### src/design/qapm_pkg.sv
// Shared constants, codes and helper functions of the quadcopter attitude PID mixer.
`timescale 1ns / 1ps

package qapm_pkg;

  localparam int unsigned ANGLE_W = 16;
  localparam int unsigned DUTY_W  = 16;
  localparam int unsigned STICK_W = 10;
  localparam int unsigned REG_W   = 16;

  // Throttle ramp limits and thresholds.
  localparam logic [DUTY_W-1:0]  RAMP_DUTY_MAX = 16'd1000;
  localparam logic [DUTY_W-1:0]  RAMP_DUTY_MIN = 16'd100;
  localparam logic [DUTY_W-1:0]  START_DUTY    = 16'd180;
  localparam logic [STICK_W-1:0] STICK_UP      = 10'd180;
  localparam logic [STICK_W-1:0] STICK_DOWN    = 10'd110;

  // The 120/500 output scale is out*3/3200: floor(floor(3*|out|/128) * 41 / 1024).
  localparam logic signed [16:0] SCALE_RECIP = 17'sd41;
  localparam int unsigned        SCALE_SHIFT = 10;

  typedef enum logic {
    CMD_THROTTLE = 1'b0,
    CMD_ATTITUDE = 1'b1
  } cmd_t;

  typedef enum logic [2:0] {
    REG_SETPOINT     = 3'd0,
    REG_GAIN_P       = 3'd1,
    REG_GAIN_I       = 3'd2,
    REG_GAIN_D       = 3'd3,
    REG_OUTPUT_UPPER = 3'd4,
    REG_OUTPUT_LOWER = 3'd5,
    REG_DUTY_UPPER   = 3'd6,
    REG_DUTY_LOWER   = 3'd7
  } reg_index_t;

  // Upper limit is tested first, so crossed limits resolve to the upper one.
  function automatic logic signed [15:0] clamp_q88(input logic signed [27:0] v,
                                                   input logic signed [15:0] upper,
                                                   input logic signed [15:0] lower);
    logic signed [15:0] r;
    if (v > 28'(upper)) begin
      r = upper;
    end else if (v < 28'(lower)) begin
      r = lower;
    end else begin
      r = v[15:0];
    end
    return r;
  endfunction

  function automatic logic [DUTY_W-1:0] mix_duty(input logic signed [17:0] t,
                                                 input logic [DUTY_W-1:0] upper,
                                                 input logic [DUTY_W-1:0] lower,
                                                 input logic started);
    logic [DUTY_W-1:0] r;
    if (t > $signed({2'b00, upper})) begin
      r = upper;
    end else if (t < $signed({2'b00, lower}) && started) begin
      r = lower;
    end else if (t < 18'sd0) begin
      r = '0;
    end else begin
      r = t[15:0];
    end
    return r;
  endfunction

endpackage

### src/design/quad_attitude_pid_mixer_core.sv
// Top level of the quadcopter attitude PID mixer: sequencer, shared multiplier and state.
`timescale 1ns / 1ps

// A throttle beat (tuser 0) ramps the four motor duties; an attitude beat (tuser 1) runs
// the roll and pitch PID loops, scales them by 120/500 and X-mixes them into the duties.
// Every input beat yields exactly one output beat. One signed 17x17 multiplier with a
// registered product is shared by all products. Output valid rises after an attitude beat
// has run four multiplier steps and two add/clamp steps per axis, then a mix and an output
// load, and after a throttle beat has run its ramp step and an output load; the sequencer
// takes no new beat until it is back in idle after that load. s_axis_tready is high
// whenever the sequencer is idle, also while the output register still holds an earlier
// beat; the final load waits only if that earlier beat has not yet been taken.
module quad_attitude_pid_mixer_core
  import qapm_pkg::*;
(
  input  logic        clk,
  input  logic        rst,

  input  logic        cfg_we,
  input  logic [2:0]  cfg_index,
  input  logic [15:0] cfg_data,

  input  logic        s_axis_tvalid,
  output logic        s_axis_tready,
  input  logic [47:0] s_axis_tdata,   // stick_level[9:0], roll_angle[25:10], pitch_angle[41:26]
  input  logic        s_axis_tuser,   // cmd

  output logic        m_axis_tvalid,
  input  logic        m_axis_tready,
  output logic [95:0] m_axis_tdata    // duty_front_a, duty_front_b, duty_rear_a, duty_rear_b,
                                      // roll_correction, pitch_correction (16 bits each)
);

  typedef enum logic [3:0] {
    ST_IDLE,
    ST_THROTTLE,
    ST_MUL_I,
    ST_MUL_P,
    ST_MUL_D,
    ST_SUM,
    ST_SCALE,
    ST_CORR,
    ST_MIX,
    ST_DONE
  } state_t;

  state_t state;

  // Configuration registers.
  logic signed [15:0] setpoint_angle;
  logic [15:0]        gain_p;
  logic [15:0]        gain_i;
  logic [15:0]        gain_d;
  logic signed [15:0] output_upper;
  logic signed [15:0] output_lower;
  logic [15:0]        duty_upper;
  logic [15:0]        duty_lower;

  // Loop state.
  logic [DUTY_W-1:0]  motor_duty [4];
  logic [3:0]         motor_started;
  logic signed [15:0] roll_integral;
  logic signed [15:0] pitch_integral;
  logic signed [15:0] roll_previous;
  logic signed [15:0] pitch_previous;

  // Working registers of one beat.
  logic [STICK_W-1:0] stick;
  logic signed [15:0] roll_in;
  logic signed [15:0] pitch_in;
  logic               axis;          // 0 roll, 1 pitch
  logic signed [33:0] prod;
  logic signed [25:0] pterm;
  logic signed [15:0] out_c;
  logic signed [15:0] roll_corr;
  logic signed [15:0] pitch_corr;
  logic [95:0]        out_data;

  logic signed [16:0] mul_a;
  logic signed [16:0] mul_b;
  logic signed [15:0] cur_angle;
  logic signed [15:0] cur_integral;
  logic signed [15:0] cur_previous;
  logic signed [16:0] err;
  logic signed [16:0] diff;
  logic signed [25:0] prod_q;
  logic signed [26:0] int_sum;
  logic signed [27:0] out_sum;
  logic signed [15:0] int_clamped;
  logic [16:0]        abs_out;
  logic [17:0]        triple;
  logic [10:0]        scaled;
  logic [4:0]         quot;
  logic signed [15:0] corr;
  logic signed [17:0] mix_t [4];
  logic               out_free;

  assign s_axis_tready = (state == ST_IDLE);

  assign cur_angle    = axis ? pitch_in : roll_in;
  assign cur_integral = axis ? pitch_integral : roll_integral;
  assign cur_previous = axis ? pitch_previous : roll_previous;

  assign err    = 17'(setpoint_angle) - 17'(cur_angle);
  assign diff   = 17'(cur_angle) - 17'(cur_previous);
  assign prod_q = prod[33:8];    // floor of the product over 256

  assign int_sum     = 27'(cur_integral) + 27'(prod_q);
  assign int_clamped = clamp_q88(28'(int_sum), output_upper, output_lower);
  assign out_sum     = 28'(pterm) + 28'(cur_integral) - 28'(prod_q);

  // Magnitude path of the output scaling; the sign is restored after the quotient.
  assign abs_out = out_c[15] ? 17'(-17'(out_c)) : 17'(out_c);
  assign triple  = {1'b0, abs_out} + {abs_out, 1'b0};
  assign scaled  = triple[17:7];
  assign quot    = prod[SCALE_SHIFT+4:SCALE_SHIFT];
  assign corr    = out_c[15] ? -16'(quot) : 16'(quot);

  always_comb begin
    unique case (state)
      ST_MUL_I: begin
        mul_a = 17'({1'b0, gain_i});
        mul_b = err;
      end
      ST_MUL_P: begin
        mul_a = 17'({1'b0, gain_p});
        mul_b = err;
      end
      ST_MUL_D: begin
        mul_a = 17'({1'b0, gain_d});
        mul_b = diff;
      end
      ST_SCALE: begin
        mul_a = SCALE_RECIP;
        mul_b = 17'({1'b0, scaled});
      end
      default: begin
        mul_a = '0;
        mul_b = '0;
      end
    endcase
  end

  assign mix_t[0] = 18'({2'b00, motor_duty[0]}) - 18'(roll_corr) - 18'(pitch_corr);
  assign mix_t[1] = 18'({2'b00, motor_duty[1]}) - 18'(roll_corr) + 18'(pitch_corr);
  assign mix_t[2] = 18'({2'b00, motor_duty[2]}) + 18'(roll_corr) + 18'(pitch_corr);
  assign mix_t[3] = 18'({2'b00, motor_duty[3]}) + 18'(roll_corr) - 18'(pitch_corr);

  assign out_free = !m_axis_tvalid || m_axis_tready;

  assign m_axis_tdata = out_data;

  always_ff @(posedge clk) begin
    prod <= mul_a * mul_b;

    if (rst) begin
      state          <= ST_IDLE;
      m_axis_tvalid  <= 1'b0;
      setpoint_angle <= '0;
      gain_p         <= '0;
      gain_i         <= '0;
      gain_d         <= '0;
      output_upper   <= 16'sh7FFF;
      output_lower   <= -16'sh8000;
      duty_upper     <= 16'hFFFF;
      duty_lower     <= '0;
      for (int i = 0; i < 4; i++) begin
        motor_duty[i] <= '0;
      end
      motor_started  <= '0;
      roll_integral  <= '0;
      pitch_integral <= '0;
      roll_previous  <= '0;
      pitch_previous <= '0;
      axis           <= 1'b0;
      roll_corr      <= '0;
      pitch_corr     <= '0;
    end else begin
      if (cfg_we) begin
        unique case (reg_index_t'(cfg_index))
          REG_SETPOINT:     setpoint_angle <= cfg_data;
          REG_GAIN_P:       gain_p         <= cfg_data;
          REG_GAIN_I:       gain_i         <= cfg_data;
          REG_GAIN_D:       gain_d         <= cfg_data;
          REG_OUTPUT_UPPER: output_upper   <= cfg_data;
          REG_OUTPUT_LOWER: output_lower   <= cfg_data;
          REG_DUTY_UPPER:   duty_upper     <= cfg_data;
          REG_DUTY_LOWER:   duty_lower     <= cfg_data;
        endcase
      end

      // The load step sets valid itself when it replaces a beat being taken.
      if (m_axis_tvalid && m_axis_tready && state != ST_DONE) begin
        m_axis_tvalid <= 1'b0;
      end

      unique case (state)
        ST_IDLE: begin
          if (s_axis_tvalid) begin
            stick      <= s_axis_tdata[9:0];
            roll_in    <= s_axis_tdata[25:10];
            pitch_in   <= s_axis_tdata[41:26];
            axis       <= 1'b0;
            roll_corr  <= '0;
            pitch_corr <= '0;
            state      <= (cmd_t'(s_axis_tuser) == CMD_ATTITUDE) ? ST_MUL_I : ST_THROTTLE;
          end
        end
        ST_THROTTLE: begin
          for (int i = 0; i < 4; i++) begin
            if (stick > STICK_UP && motor_duty[i] <= RAMP_DUTY_MAX) begin
              motor_duty[i] <= motor_duty[i] + 16'd1;
              if (motor_duty[i] + 16'd1 > START_DUTY) begin
                motor_started[i] <= 1'b1;
              end
            end else if (stick < STICK_DOWN && motor_duty[i] >= RAMP_DUTY_MIN) begin
              motor_duty[i] <= motor_duty[i] - 16'd1;
            end
          end
          state <= ST_DONE;
        end
        ST_MUL_I: begin
          state <= ST_MUL_P;
        end
        ST_MUL_P: begin
          if (axis) begin
            pitch_integral <= int_clamped;
          end else begin
            roll_integral <= int_clamped;
          end
          state <= ST_MUL_D;
        end
        ST_MUL_D: begin
          pterm <= prod_q;
          state <= ST_SUM;
        end
        ST_SUM: begin
          out_c <= clamp_q88(out_sum, output_upper, output_lower);
          if (axis) begin
            pitch_previous <= cur_angle;
          end else begin
            roll_previous <= cur_angle;
          end
          state <= ST_SCALE;
        end
        ST_SCALE: begin
          state <= ST_CORR;
        end
        ST_CORR: begin
          if (axis) begin
            pitch_corr <= corr;
            state      <= ST_MIX;
          end else begin
            roll_corr <= corr;
            axis      <= 1'b1;
            state     <= ST_MUL_I;
          end
        end
        ST_MIX: begin
          for (int i = 0; i < 4; i++) begin
            motor_duty[i] <= mix_duty(mix_t[i], duty_upper, duty_lower, motor_started[i]);
          end
          state <= ST_DONE;
        end
        ST_DONE: begin
          if (out_free) begin
            out_data      <= {pitch_corr, roll_corr, motor_duty[3], motor_duty[2],
                              motor_duty[1], motor_duty[0]};
            m_axis_tvalid <= 1'b1;
            state         <= ST_IDLE;
          end else if (m_axis_tvalid && m_axis_tready) begin
            m_axis_tvalid <= 1'b0;
          end
        end
        default: begin
          state <= ST_IDLE;
        end
      endcase
    end
  end

  // A started motor stays started until reset.
  assert property (@(posedge clk) disable iff (rst)
    !$past(rst) |-> ((motor_started & $past(motor_started)) == $past(motor_started)))
    else $error("motor started flag dropped without reset");

  // Output beats are only produced by the final load step.
  assert property (@(posedge clk) disable iff (rst)
    $rose(m_axis_tvalid) |-> $past(state == ST_DONE))
    else $error("output valid raised outside the load step");

  // Scaled corrections of a clamped Q8.8 output never exceed 30 duty counts.
  assert property (@(posedge clk) disable iff (rst)
    m_axis_tvalid |-> ($signed(m_axis_tdata[79:64]) <= 16'sd30 &&
                       $signed(m_axis_tdata[79:64]) >= -16'sd30 &&
                       $signed(m_axis_tdata[95:80]) <= 16'sd30 &&
                       $signed(m_axis_tdata[95:80]) >= -16'sd30))
    else $error("correction out of range");

  // An accepted beat starts either the throttle step or the first roll product.
  assert property (@(posedge clk) disable iff (rst)
    (s_axis_tvalid && s_axis_tready) |=> (state == ST_THROTTLE ||
                                          (state == ST_MUL_I && axis == 1'b0)))
    else $error("accepted beat did not start a sequence");

endmodule
### config.mk
export PLATFORM = sky130hd
export DESIGN_NAME = quad_attitude_pid_mixer_core
export DESIGN_NICKNAME = d
export VERILOG_FILES = /design/src/design/qapm_pkg.sv /design/src/design/quad_attitude_pid_mixer_core.sv
export SDC_FILE = /design/constraint.sdc
export NUM_CORES = 2
export LEC_CHECK = 0
export ABC_AREA = 1
export BUFFER_PORTS_ARGS = -buffer_cell sky130_fd_sc_hd__clkbuf_2
export CORE_ASPECT_RATIO = 1.5
export CORE_UTILIZATION = 40
export CTS_CLUSTER_DIAMETER = 100
export DETAILED_ROUTE_END_ITERATION = 10
export HOLD_SLACK_MARGIN = 0.1
export PLACE_DENSITY = 0.61
export SKIP_CTS_REPAIR_TIMING = 1
export SYNTH_ARGS = -nofsm -noshare
export SYNTH_HDL_FRONTEND = slang
export SYNTH_SLANG_ARGS = --single-unit
### constraint.sdc
create_clock -name clk -period 12.2 [get_ports clk]
set_clock_uncertainty 0.1 [all_clocks]
set_input_delay 1.83 -clock clk [delete_from_list [all_inputs] [get_ports clk]]
set_output_delay 1.83 -clock clk [all_outputs]
set_load 0.01 [all_outputs]
# Word level (Yosys, flattened, before mapping)
# Memories as Yosys holds them, arrays and structs flattened.
# Cells that the tools add are included.
[classes]
n_reduce_logical = 45
bitwise_logic = 14
addsub = 24
n_lt_le_gt_ge = 30
n_eq_ne = 21
n_mux = 100
multipliers = 1
[op_table]
columns = ["cell", "count"]
rows = [
  ["$mux W16", 43],
  ["$gt A18 B17 Y1", 4],
  ["$lt A18 B1 Y1 const B", 4],
  ["$lt A18 B17 Y1", 4],
  ["$add A16 B1 Y16 const B", 4],
  ["$ge A16 B7 Y1 const B", 4],
  ["$gt A16 B8 Y1 const B", 4],
  ["$le A16 B10 Y1 const B", 4],
  ["$pmux W16 S2", 2],
  ["$pmux W16 S4", 1],
  ["$sub A16 B1 Y16 const B", 4],
  ["$pmux W17 S3", 1],
  ["$mux W1", 46],
  ["$add A17 B16 Y18", 2],
  ["$add A18 B18 Y18", 2],
  ["$pmux W4 S9", 1],
  ["$sub A17 B16 Y18", 2],
  ["$sub A18 B18 Y18", 2],
  ["$mul A17 B17 Y34", 1],
  ["$sub A16 B16 Y17", 2],
  ["$reduce_and A2 Y1", 16],
  ["$gt A28 B16 Y1", 1],
  ["$lt A28 B16 Y1", 1],
  ["$sub A27 B26 Y28", 1],
  ["other kinds (32)", 79],
]
[totals]
ramBits = 64
memories = 1
ff_bits = 448
inputBits = 73
elab_cells = 264
[memory_table]
columns = ["memory", "words", "word_bits", "rd", "rd_ports_with_merged_regs", "write_ports", "line", "text"]
rows = [
  ["motor_duty", 4, 16, 4, 0, 4, "quad_attitude_pid_mixer_core.sv:60", "logic [DUTY_W-1:0] motor_duty [4];"],
]

# Longest topological paths before layout
# An unclocked memory read counts as a cell.
[logic_depth]
depth_word = 10
mapped_depth = 46

# Least setup slack after synthesis
# No wires, ideal clock.
[synth_timing]
path_kind = "input -> register"
from = "in rst"
to = "reg out_data[0] (netlist: m_axis_tdata[0]), read port of motor_duty (enable)"
required_ns = 11.477
cell_stages = 3
arrival_ns = 7.834
path_slack_ns = 3.643
n_path_buf = 2
cell_sequence = "clkbuf_1 buf_1 nor3_1"
[synth_via]
elab_chain_len = 2
[synth_lines]
columns = ["item", "line", "text"]
rows = [
  ["start: declaration", "quad_attitude_pid_mixer_core.sv:17", "input logic rst,"],
  ["$not A1 Y1 (no line)", "n/a", ""],
  ["$reduce_and A3 Y1 (no line)", "n/a", ""],
  ["end: declaration", "quad_attitude_pid_mixer_core.sv:77", "logic [95:0] out_data;"],
]
# No other way between the ends.
# A chain may end at the register's enable or synchronous reset.

# Final worst setup path
[layout_timing]
from = "reg axis"
to = "reg prod[32]"
[layout_via]
elab_chain_len = 4
word_cells_on_any_way = 6
[layout_lines]
columns = ["item", "line", "text"]
rows = [
  ["start: declaration", "quad_attitude_pid_mixer_core.sv:71", "logic axis;"],
  ["start signal: assignment", "quad_attitude_pid_mixer_core.sv:175", "axis <= 1'b0;"],
  ["start signal: assignment", "quad_attitude_pid_mixer_core.sv:203", "axis <= 1'b0;"],
  ["start signal: assignment", "quad_attitude_pid_mixer_core.sv:255", "axis <= 1'b1;"],
  ["$mux W16 (*)", "quad_attitude_pid_mixer_core.sv:100", "assign cur_angle = axis ? pitch_in : roll_in;"],
  ["named net cur_angle[1]", "quad_attitude_pid_mixer_core.sv:81", "logic signed [15:0] cur_angle;"],
  ["$sub A16 B16 Y17, on equally long branches", "quad_attitude_pid_mixer_core.sv:105, quad_attitude_pid_mixer_core.sv:104", ""],
  ["$pmux W17 S3 (*)", "quad_attitude_pid_mixer_core.sv:120", "unique case (state)"],
  ["$mul A17 B17 Y34 (*)", "quad_attitude_pid_mixer_core.sv:154", "prod <= mul_a * mul_b;"],
  ["end signal: assignment", "quad_attitude_pid_mixer_core.sv:154", ""],
  ["end: declaration", "quad_attitude_pid_mixer_core.sv:72", "logic signed [33:0] prod;"],
]
# The timed path passes the listed nets; every way through them passes the cells marked *.

==> results by group <==
Status
  – Status: finished with violations
  – Violated checks: max-capacitance violations, max-slew violations

Global routing
  – Initial antenna violation count: 4
  – Total global-route track usage: 0.2678
  – Remaining Overflow, GRT: 0
  – Pin count of the biggest net entering global routing: 72
  – Vias in the first global route: 42660
  – First-pass GRT wire length: 250500 µm

Worst hold path
  – Hold EP: pitch_previous[10]
  – Type of the worst min-delay path: register to register
  – Hold Crit Depth: 2
  – Hold wc startpoint: pitch_previous[10]

Clock network
  – TritonCTS Buffers: 53
  – CTS tree: done
  – Sink Count: 476
  – H-tree levels: 2
  – Clk Latency, worst-skew pair: 0.67 ns
  – CTS max path bufs: 3
  – Reg clk slew, reported paths: 0.07 ns
  – Root Driver: clkbuf_16

Floorplanning
  – Num rows: 156
  – Die width: 286.9 µm
  – Die height: 429.3 µm
  – Core area: 0.1206 mm²
  – # IOs: 171
  – Area of the die: 0.1231 mm²
  – Initial Util: 0.4036

Flow run
  – Max-cap violations: 1

Pwr
  – Combinational fraction of design power: 0.671
  – VDD IR max: 139.4 µV
  – Psw: 6.315 mW
  – Net Sw Frac: 0.5356
  – Sequential power share: 0.189
  – Lkg Pwr: 25.58 nW
  – P_int: 5.476 mW
  – Cell Pwr Density: 224.2 mW/mm²
  – Power, Total: 11.79 mW
  – Clock power frac: 0.140

Setup path
  – CP Capture Type: register
  – CP arrival: 10.34 ns
  – Critical Path RT: 12.66 ns
  – Slowest stage delay, CP: 0.82 ns
  – FF-to-FF path depth: 38
  – Setup crit start kind: register
  – Crit-path slowest cell: dfxtp_2
  – Crit Path Category: register to register
  – Worst R2R End: prod[32]
  – Worst reg2reg setup slack: 2.32 ns
  – Max FO, Critical Path: 45
  – Worst R2R Start: axis
  – Crit path top cell by count: nand2_1

STA
  – Final hold violations: 0
  – Least-Margin Pin Slew: 1.601 ns
  – Final Critical Period: 9.883 ns
  – Total setup violations reported at the end of the flow: 0
  – Max Transition Viols Final: 4
  – Fin crit share: 0.8101
  – Setup repair after global routing missed its margin: false
  – Achievable Freq: 0.1012 GHz
  – Slew margin rel.: -0.07158
  – Setup total negative slack: 0 ns

Cells and area
  – Fillers: 12370
  – Area grow syn2layout: 8.036%
  – # nets final: 7356
  – Multi-input gate area: 0.03178 mm²
  – Register area: 0.01183 mm²
  – Fraction of layout cells with a size suffix above 1: 0.07123

Route
  – DRT antenna net count: 0
  – DRC Markers: 0
  – Final WL: 166100 µm
  – Vias: 43530
  – DR iter-0 viols: 3026
  – Pre-antenna DRT Iters: 6
  – Drt wl/cell: 20.62 µm
  – Via/cell ratio: 5.405

Yosys
  – Post-synthesis sequential area ratio: 0.2430
  – Syn avg cell area: 7.644 µm²
  – Compound-Gate Fraction of Synth Area: 0.1390
  – Post-Synth XOR/XNOR Area: 0.03778
  – Instance count of the mapped netlist: 6369
  – Net count after synthesis: 7298
  – Post-synth top area cell: edfxtp_1
  – Post-Synth Adder-Cell Area: 0.2672
  – Synth unique cells: 71
  – Top_reg_cell synth: dfxtp_1
  – Yosys top cell area share: 0.1419
  – Combinational family with the most area after synthesis: adder cells
  – Synth Area in Simple Gates: 0.2076
  – Mux cell area share after synthesis: 0.0002056
  – Synth Register Bits: 476
  – Combined area of all synthesized cells: 0.04869 mm²
  – EDFF count, synth: 230
  – Synth top area cells: edfxtp_1, ha_1, fa_1
  – Ys async rst share: 0
  – Yosys warns: 0

Placement
  – DP HPWL: 130300 µm
  – Port bufs: 164
  – Global placer's final weighted congestion: 0.9856
-- sequential cells by signal (all words and copies together) (netlist names), 9 cells and up --
name and flops:
motor_duty 64, roll_in 16, output_lower 16, prod 26, gain_d 16, gain_i 16
output_upper 16, roll_integral 16, duty_upper 16, pitch_in 16, pitch_integral 16, out_c 16
gain_p 16, stick 10, roll_corr 9, roll_previous 16, pitch_corr 9, m_axis_tdata 82
duty_lower 16, pitch_previous 16, setpoint_angle 16, pterm 26
-- power by group through the flow --
stage               clock network, mW  logic, mW  registers (mW)
floorplan                           0       5.76            2.10
global placement                    0       7.65            2.26
detailed placement                  0       7.79            2.26
CTS                              1.69       7.85            2.23
global route                     1.73       8.92            2.24
finish                           1.65       7.92            2.23
-- synth_stat cells, types with 30 or more instances --
cell / number
nand4_1: 72
fa_1: 306
a21oi_1: 483
nand3_1: 418
buf_4: 30
nand2_1: 1105
o211ai_1: 86
inv_1: 1068
o21ai_0: 385
edfxtp_1: 230
nor2_1: 553
nor3_1: 66
o21ai_1: 30
ha_1: 550
dfxtp_1: 246
clkbuf_1: 108
o21a_1: 30
xor2_1: 154
xnor2_1: 46
buf_2: 37
-- per-stage QoR --
stage | hold WS, ns | area, µm² | setup slack (ns) | utilization | instances
global route | 0.3735 | 52590 | 1.694 | 0.4360 | 8052
finish | 0.3539 | 52600 | 2.317 | 0.4360 | 8054
detailed placement | 0.3460 | 50840 | 2.362 | 0.4215 | 7952
CTS | 0.3557 | 52590 | 2.336 | 0.4360 | 8052
floorplan | 0.3206 | 48690 | 3.643 | - | 6369
global placement | 0.3397 | 50840 | 2.369 | 0.4215 | 7952
-- placed cells by master, fill, tap and decap left out, types with 55 or more instances in the layout --
master and instances:
a21oi_1 483, clkbuf_16 55, clkbuf_2 165, dfxtp_1 245, edfxtp_1 230, fa_1 306, ha_1 550, inv_1 1068
nand2_1 1105, nand3_1 418, nand4_1 72, nor2_1 547, nor3_1 64, o211ai_1 86, o21ai_0 384, xor2_1 154
-- kinds of logic after synthesis --
logic type	Yosys count
simple gates	2346
flops	476
xor+xnor	204
fa+ha+maj	856
compound gates	1186
buf+inv	1299
other cells	1
mux	1
-- how the worst max path moves through the flow --
stage,start,to,slack (ns)
2_1_floorplan,rst,m_axis_tdata[0],3.64
3_3_place_gp,axis,prod[32],2.37
3_5_place_dp,axis,prod[32],2.36
4_1_cts,axis,prod[31],2.34
5_1_grt,axis,prod[31],1.69
6_report,axis,prod[32],2.32
-- per-layer routing --
metal	vias to the layer above	track usage	part of all wire
met2	1442	0.4727	0.50
met5	-	0	0.00025
li1	20960	-	-
met4	6	0.2208	0.097
met1	20570	0.2807	0.35
met3	545	0.03682	0.053
-- cell type report --
type	instances	share of cell area
antenna	2	0.00009515
clock buffer	68	0.02788
clock inverter	32	0.005471
inverter	1096	0.07826
multi-input combinational	4594	0.6041
sequential	476	0.2250
tap	1580	0.03759
timing repair buffer	206	0.02160
-- worst max-delay path: cells and delay by family, from the launching register on --
family | cells | cell delay (ns)
adder cells (fa/ha/maj) | 8 | 4.05
AND/OR/NAND/NOR | 13 | 1.96
AO/OA/AOI/OAI | 9 | 1.91
buffers and inverters | 8 | 0.89
flip-flops | 1 | 0.82
No activity file was read; power rests on OpenSTA's default activity.
